**src/hw/rtl/tpts_pkg.sv**
```systemverilog
`default_nettype none
package tpts_pkg;

    localparam int DIM_W     = 11;
    localparam int CFG_IDX_W = 3;
    localparam int DIVD_W    = 10;
    localparam int DIV_CNT_W = 4;
    localparam int TEXEL_W   = 32;
    localparam int ADDR_W    = 20;

    typedef enum logic [CFG_IDX_W-1:0] {
        CFG_SOURCE_WIDTH  = 3'd0,
        CFG_SOURCE_HEIGHT = 3'd1,
        CFG_PADDED_WIDTH  = 3'd2,
        CFG_PADDED_HEIGHT = 3'd3,
        CFG_TEXEL_SIZE    = 3'd4
    } cfg_index_t;

    localparam logic       OP_LOAD = 1'b0;
    localparam logic       OP_EMIT = 1'b1;

    localparam logic [1:0] TEXEL_8BIT  = 2'd0;
    localparam logic [1:0] TEXEL_16BIT = 2'd1;

    localparam logic [3:0] ZORDER_QUAD [4][4] = '{
        '{4'd0,  4'd1,  4'd4,  4'd5},
        '{4'd2,  4'd3,  4'd6,  4'd7},
        '{4'd8,  4'd9,  4'd12, 4'd13},
        '{4'd10, 4'd11, 4'd14, 4'd15}
    };

    typedef struct packed {
        logic             done;
        logic [DIM_W-1:0] rem_x;
        logic [DIM_W-1:0] rem_y;
    } div_res_t;

    function automatic logic [5:0] zorder_offset(input logic [2:0] tx, input logic [2:0] ty);
        return {ty[2], tx[2], ZORDER_QUAD[ty[1:0]][tx[1:0]]};
    endfunction

endpackage
`default_nettype wire

```
**src/hw/rtl/tpts_wrap_div.sv**
```systemverilog
`default_nettype none
// Serial restoring remainder for both tile origin coordinates, one bit per cycle.
module tpts_wrap_div (
    input  wire logic                          clk,
    input  wire logic                          rst_n,
    input  wire logic                          start,
    input  wire logic [tpts_pkg::DIVD_W-1:0]   dividend_x,
    input  wire logic [tpts_pkg::DIVD_W-1:0]   dividend_y,
    input  wire logic [tpts_pkg::DIM_W-1:0]    divisor_x,
    input  wire logic [tpts_pkg::DIM_W-1:0]    divisor_y,
    output tpts_pkg::div_res_t                 res
);

    logic                           busy_reg;
    logic                           done_reg;
    logic [tpts_pkg::DIV_CNT_W-1:0] cnt_reg;
    logic [tpts_pkg::DIVD_W-1:0]    nx_reg;
    logic [tpts_pkg::DIVD_W-1:0]    ny_reg;
    logic [tpts_pkg::DIM_W-1:0]     rx_reg;
    logic [tpts_pkg::DIM_W-1:0]     ry_reg;
    logic [tpts_pkg::DIM_W:0]       trial_x;
    logic [tpts_pkg::DIM_W:0]       trial_y;
    logic [tpts_pkg::DIM_W-1:0]     rx_next;
    logic [tpts_pkg::DIM_W-1:0]     ry_next;

    always_comb
    begin
        trial_x = {rx_reg, nx_reg[tpts_pkg::DIVD_W-1]};
        trial_y = {ry_reg, ny_reg[tpts_pkg::DIVD_W-1]};
        if (trial_x >= {1'b0, divisor_x})
        begin
            rx_next = tpts_pkg::DIM_W'(trial_x - {1'b0, divisor_x});
        end
        else
        begin
            rx_next = tpts_pkg::DIM_W'(trial_x);
        end
        if (trial_y >= {1'b0, divisor_y})
        begin
            ry_next = tpts_pkg::DIM_W'(trial_y - {1'b0, divisor_y});
        end
        else
        begin
            ry_next = tpts_pkg::DIM_W'(trial_y);
        end
    end

    always_ff @(posedge clk or negedge rst_n)
    begin
        if (!rst_n)
        begin
            busy_reg <= 1'b0;
            done_reg <= 1'b0;
            cnt_reg  <= '0;
        end
        else
        begin
            done_reg <= 1'b0;
            if (start)
            begin
                busy_reg <= 1'b1;
                cnt_reg  <= tpts_pkg::DIV_CNT_W'(tpts_pkg::DIVD_W);
            end
            else if (busy_reg)
            begin
                cnt_reg <= cnt_reg - 1'b1;
                if (cnt_reg == tpts_pkg::DIV_CNT_W'(1))
                begin
                    busy_reg <= 1'b0;
                    done_reg <= 1'b1;
                end
            end
        end
    end

    always_ff @(posedge clk)
    begin
        if (start)
        begin
            nx_reg <= dividend_x;
            ny_reg <= dividend_y;
            rx_reg <= '0;
            ry_reg <= '0;
        end
        else if (busy_reg)
        begin
            nx_reg <= {nx_reg[tpts_pkg::DIVD_W-2:0], 1'b0};
            ny_reg <= {ny_reg[tpts_pkg::DIVD_W-2:0], 1'b0};
            rx_reg <= rx_next;
            ry_reg <= ry_next;
        end
    end

    assign res.done  = done_reg;
    assign res.rem_x = rx_reg;
    assign res.rem_y = ry_reg;

endmodule
`default_nettype wire

```
**config.mk**
```make
export PLATFORM = sky130hd
export DESIGN_NAME = tpts_wrap_div
export DESIGN_NICKNAME = d
export VERILOG_FILES = /design/src/hw/rtl/tpts_pkg.sv /design/src/hw/rtl/tpts_wrap_div.sv
export SDC_FILE = /design/constraint.sdc
export NUM_CORES = 1
export LEC_CHECK = 0
export BUFFER_PORTS_ARGS = -buffer_cell sky130_fd_sc_hd__buf_2
export CELL_PAD_IN_SITES_DETAIL_PLACEMENT = 1
export CELL_PAD_IN_SITES_GLOBAL_PLACEMENT = 2
export CORE_MARGIN = 8
export CORE_UTILIZATION = 33
export CTS_BUF_LIST = sky130_fd_sc_hd__clkbuf_16
export DETAILED_ROUTE_END_ITERATION = 6
export GPL_ROUTABILITY_DRIVEN = 1
export PLACE_DENSITY = 0.86
export SLEW_MARGIN = 10
export SYNTH_ARGS = -nofsm -noshare
export SYNTH_HDL_FRONTEND = slang
export SYNTH_SLANG_ARGS = --single-unit
```
**constraint.sdc**
```tcl
create_clock -name clk -period 3.4 [get_ports clk]
set_clock_uncertainty 0.15 [all_clocks]
set_input_delay 0.34 -clock clk [delete_from_list [all_inputs] [get_ports clk]]
set_output_delay 0.34 -clock clk [all_outputs]
set_load 0.05 [all_outputs]
```
=== After elaboration in Yosys (flattened, before gate mapping) ===
Index checks and enable logic that the tools add are counted.

* Register bits after elaboration: 48
* Bits of input ports: 45
* Output and inout port bits: 23
* Word-level logic and storage cells: 28

* $add $sub $neg: 3
* Order comparisons: 2
* Equality and inequality tests: 1
* Multiplexer cells: 14
* Reduce and logical (&&, ||, !) cells: 1

{| class="wikitable"
|+ Operators with widths
! kind !! number
|-
| 10-bit 2-to-1 mux || 4
|-
| 12-bit by 11-bit greater-or-equal comparator with 1-bit output || 2
|-
| 11-bit 2-to-1 mux || 2
|-
| 11-bit subtractor || 2
|-
| 4-bit 2-to-1 mux || 2
|-
| 1-bit 2-to-1 mux || 6
|-
| 4-bit by 1-bit == test with 1-bit output (second input constant) || 1
|-
| 4-bit by 1-bit subtractor with 4-bit output (second input constant) || 1
|-
| 2-bit nonzero test || 1
|}

=== Depth between registers and ports, before layout ===
* Depth in word-level cells: 4
* Depth in mapped cells: 11
* Gate-level depth less buffers: 9

=== Least setup slack after synthesis ===
Ideal clock, no wire load.

* Path kind: register to register
* Start point: reg rx_reg[0] in the netlist's numbering
* End point: reg rx_reg[6] in the netlist's numbering
* Library setup time: 88 ps
* Data arrival time: 2709 ps
* Data required time: 3162 ps
* Setup slack: 453 ps
* Cell stages (with the launch flop): 10
* Path buffers: 1
* Clock period less this slack: 2947 ps
* Path through: dfxtp_1 inv_1 fa_1 and2b_1 o22ai_2 a211o_1 and2_4 buf_6 or3b_1 a311oi_2

* Cells in the longest elaborated chain, start to end: 2
* Elaborated cells between the ends (all ways): 3
* Classes of those cells: 1 x add/sub; 1 x order compare; 1 x mux

{| class="wikitable"
|+ Ends and longest elaborated chain
! what !! line !! text
|-
| start: declaration || tpts_wrap_div.sv:19 || <nowiki>logic [tpts_pkg::DIM_W-1:0] rx_reg;</nowiki>
|-
| start signal: assignment || tpts_wrap_div.sv:89 || <nowiki>rx_reg <= rx_next;</nowiki>
|-
| 11-bit subtractor / 12-bit by 11-bit greater-or-equal comparator with 1-bit output (equally long branches) || tpts_wrap_div.sv:32, tpts_wrap_div.sv:30 ||
|-
| 11-bit 2-to-1 mux * || tpts_wrap_div.sv:30 || <nowiki>if (trial_x >= {1'b0, divisor_x})</nowiki>
|}

Every way passes the cells marked *; elsewhere a longest branch is shown, timed or not.
A chain may end at the register's enable or synchronous reset.

=== Worst setup path in the final report ===
* Start point: reg ny_reg[9] in the netlist's numbering
* End point: reg ry_reg[5] in the netlist's numbering

* Cells in the longest elaborated chain, start to end: 2
* Elaborated cells between the ends (all ways): 3
* Classes of those cells: 1 x add/sub; 1 x order compare; 1 x mux

{| class="wikitable"
|+ Ends and longest elaborated chain
! what !! line !! text
|-
| start: declaration || tpts_wrap_div.sv:18 || <nowiki>logic [tpts_pkg::DIVD_W-1:0] ny_reg;</nowiki>
|-
| start signal: assignment || tpts_wrap_div.sv:81 || <nowiki>ny_reg <= dividend_y;</nowiki>
|-
| start signal: assignment || tpts_wrap_div.sv:88 || <nowiki>ny_reg <= {ny_reg[tpts_pkg::DIVD_W-2:0], 1'b0};</nowiki>
|-
| 11-bit subtractor / 12-bit by 11-bit greater-or-equal comparator with 1-bit output (equally long branches) || tpts_wrap_div.sv:40, tpts_wrap_div.sv:38 ||
|-
| 11-bit 2-to-1 mux * || tpts_wrap_div.sv:38 || <nowiki>if (trial_y >= {1'b0, divisor_y})</nowiki>
|-
| end signal: assignment || tpts_wrap_div.sv:90 || <nowiki>ry_reg <= ry_next;</nowiki>
|-
| end: declaration || tpts_wrap_div.sv:20 || <nowiki>logic [tpts_pkg::DIM_W-1:0] ry_reg;</nowiki>
|}

Marks and branches as above.

==> results.md <==
- Area delta synth->final: 18.5%
- Simple-gate portion of the synthesized area: 16.2%
- Post-Synth Adder-Cell Area: a little over a tenth
- CP arrival: 2940 ps
- Power per cell area: ~790 nW/um^2
- Slew @ Worst Pin: 897 ps
- Total CTS buffers: 5
- WL met1: approximately 4000 um
- Worst R2R Setup Slack: 490 ps
- WS Path Type: flip-flop to flip-flop
- FP Rows: 36
- Main combinational cell family by area after synthesis: compound AO/OA/AOI/OAI gates
- Synth Area in Compound Gates: between 10% and 20%
- Cells along the critical path: inv_1 -> ha_1 -> fa_1 -> nand2b_1 -> a21oi_1 -> o21a_1 -> or2_1 -> buf_4 -> o22ai_1 -> a31o_2
- CTS max path bufs: 2
- Initial Util: between 30% and 40%
- Max-slew violations: 0
- Root Driver: clkbuf_16
- Ranking of synthesized cells by area: edfxtp_1 18%, dfxtp_1 13%, ha_1 9.2%
- Vias in the first global route: a little over 3000
- Number of antenna violations at the first check in global routing: 0
- Mean post-synth cell area: about 9.2 sq um
- Die area: between 10000 and 15000 sq um
- CP Buf/Inv Count: 2
- YS warnings: 0
- PortBufs: 67
- First drt pass iteration count: 4
- Wire length on met3: roughly 390 um
- Syn Std Cell Area: 3270 sq um
- Area of the multi-input gates: around 1900 sq um
- NumNets Final: between 400 and 500
- Sequential area share after synthesis: 36.4%
- RSZ-0062 raised after global routing: no
- DR vias/cell: 5.07
- Core Box Area: ~9700 sq um
- Antenna Nets Post-Route: 0
- Final instance area: approximately 3900 sq um
- Drt wl/cell: approximately 16 um
- EDFF count, synth: 20
- First-pass GRT wire length: 14800 um
- Reg-to-reg startpoint: ny_reg[9]
- P_leak: between 0.0015 and 0.002 uW
- Outcome: completed
- Drt drc: 0
- WL met2: around 4500 um
- Syn_nets: ~430
- Delay-heaviest family, CP: compound AO/OA/AOI/OAI gates
- Slew margin rel.: approximately two fifths
- Final TNS setup: 0 ps
- Hold Path Origin: dividend_x[0]
- Slowest cell on the critical path: fa_1
- Post-synthesis mux area share: 9.42%
- Vias: roughly 2800
- Reg clk slew, reported paths: 60 ps
- Hpwl dp: 7130 um
- Final GP Congestion: ~0.87
- FFs w/ async S/R, synth: 12.5%
- Yosys top cell area share: 18.4%
- Hold Path Class: input port to flip-flop
- Worst Path Required: 3430 ps
- Startpoint class of the critical path: flip-flop
- Max-cap viol count: 0
- CTS sink count: 48
- Post-Syn Instances: about 360
- Resized cells post-CTS: 0
- Total GRT Usage: between 10 and 15%
- Register Area: ~1200 sq um
- Total chip power: between 3000 and 4000 uW
- Die H: about 120 um
- Fmax: 0.344 GHz
- Max Used Layer: met4
- Worst-path fanout max: 8
- 1st-iter DRT viols: 56
- I/O Pins: 68
- Final period utilization: a little under nine tenths
- Synth Register Bits: 48
- Endpoint class of the critical path: flip-flop
- Clock tree from TritonCTS: yes
- DP Area: between 3000 and 4000 sq um
- Largest net degree at the start of global routing: 33
- Post-Route WL: approximately 8900 um
- Final Hold Vio Count: 0
- Peak VDD IR: 0.345 mV
- Most frequent cells in the layout: 67 x buf_2, 35 x inv_1, 32 x nand2_1
- Count of cell types in the netlist: 62
- Htree depth: 2
- Clock period minus worst slack: 2910 ps
- Total grt overflow: 0
- Post-Synth XOR/XNOR Area: under 10%
- FILL cells: roughly 1200
- Most common cell after layout, fill and taps aside: buf_2
- Top_reg_cell synth: dfxtp_1
- Crit path from: ny_reg[9]
- Die X: ~120 um
- Clk_lat worst skew: about 280 ps
- Layout cells sized above 1: roughly 25%
- Largest stage delay on the critical path: roughly 420 ps
- Post-synth top area cell: edfxtp_1
- Ant diodes: 0
- Setup violators final: 0
[cell families (layout without fill, tap and decap cells)]
| family | count (synthesis) | after routing |
|---|---|---|
| AND/OR/NAND/NOR | 107 | 107 |
| AO/OA/AOI/OAI | 90 | 90 |
| flip-flops | 48 | 48 |
| buffers and inverters | 47 | 113 |
| multiplexers | 28 | 28 |
| adder cells (fa/ha/maj) | 26 | 26 |
| XOR/XNOR | 11 | 11 |
[cell type report]
class / count / area share (%)
Inverter: 34 / 3.30
Clock buffer: 5 / 3.23
Clock inverter: 3 / 0.420
Multi-Input combinational cell: 262 / 48.5
Sequential cell: 48 / 30.8
Tap cell: 133 / 4.30
Timing Repair Buffer: 71 / 9.50
[report_power, final]
| group | internal, uW | leakage, uW | switching [uW] |
|---|---|---|---|
| clock network | 269 | 0.0000726 | 208 |
| registers | 738 | 0.000464 | 137 |
| logic | 636 | 0.00124 | 1090 |
[stage by stage]
step | utilization [%] | worst slack [ps] | hold slack [ps] | std cells
2_1_floorplan | - | 453 | -106 | 357
3_3_place_gp | 38.4 | 521 | 20.7 | 547
3_5_place_dp | 38.4 | 385 | 25.6 | 547
4_1_cts | 40.0 | 486 | 180 | 556
5_1_grt | 40.0 | 260 | 187 | 556
6_report | 40.0 | 489 | 185 | 556
[per-layer routing]
metal,GRT usage [%],vias to the layer above
li1,-,1397
met1,15.5,1360
met4,3.50,0
met2,25.6,52
met3,3.13,10
met5,0,-
[cells in the mapped netlist (3+ instances only)]
master	n
a21oi_1	18
a22o_1	3
clkbuf_1	6
dfrtp_1	6
dfxtp_1	22
edfxtp_1	20
ha_1	24
inv_1	34
mux2_2	18
mux2i_1	9
nand2_1	32
nand2b_1	9
nand4_1	3
nor2_1	31
nor2b_1	4
nor3_1	7
o211ai_1	5
o21a_1	7
o21ai_0	27
o22ai_1	4
o31ai_1	3
xnor2_1	8
xor2_1	3
[final timing paths]
kind	end	cells after the start
min in group asynchronous	cnt_reg[2]	2
worst min-delay path	nx_reg[0]	2
max in group asynchronous	busy_reg	2
worst max-delay path	ry_reg[5]	10
worst min register to register	rx_reg[7]	2
worst max register to register	ry_reg[5]	10
[what timing repair did]
item                                   CTS  global route
setup endpoints to repair                0             0
buffers inserted                         0             0
hold buffers                             1             0
endpoints found under the hold margin    6             0
Power figures use the tool's default switching activity.
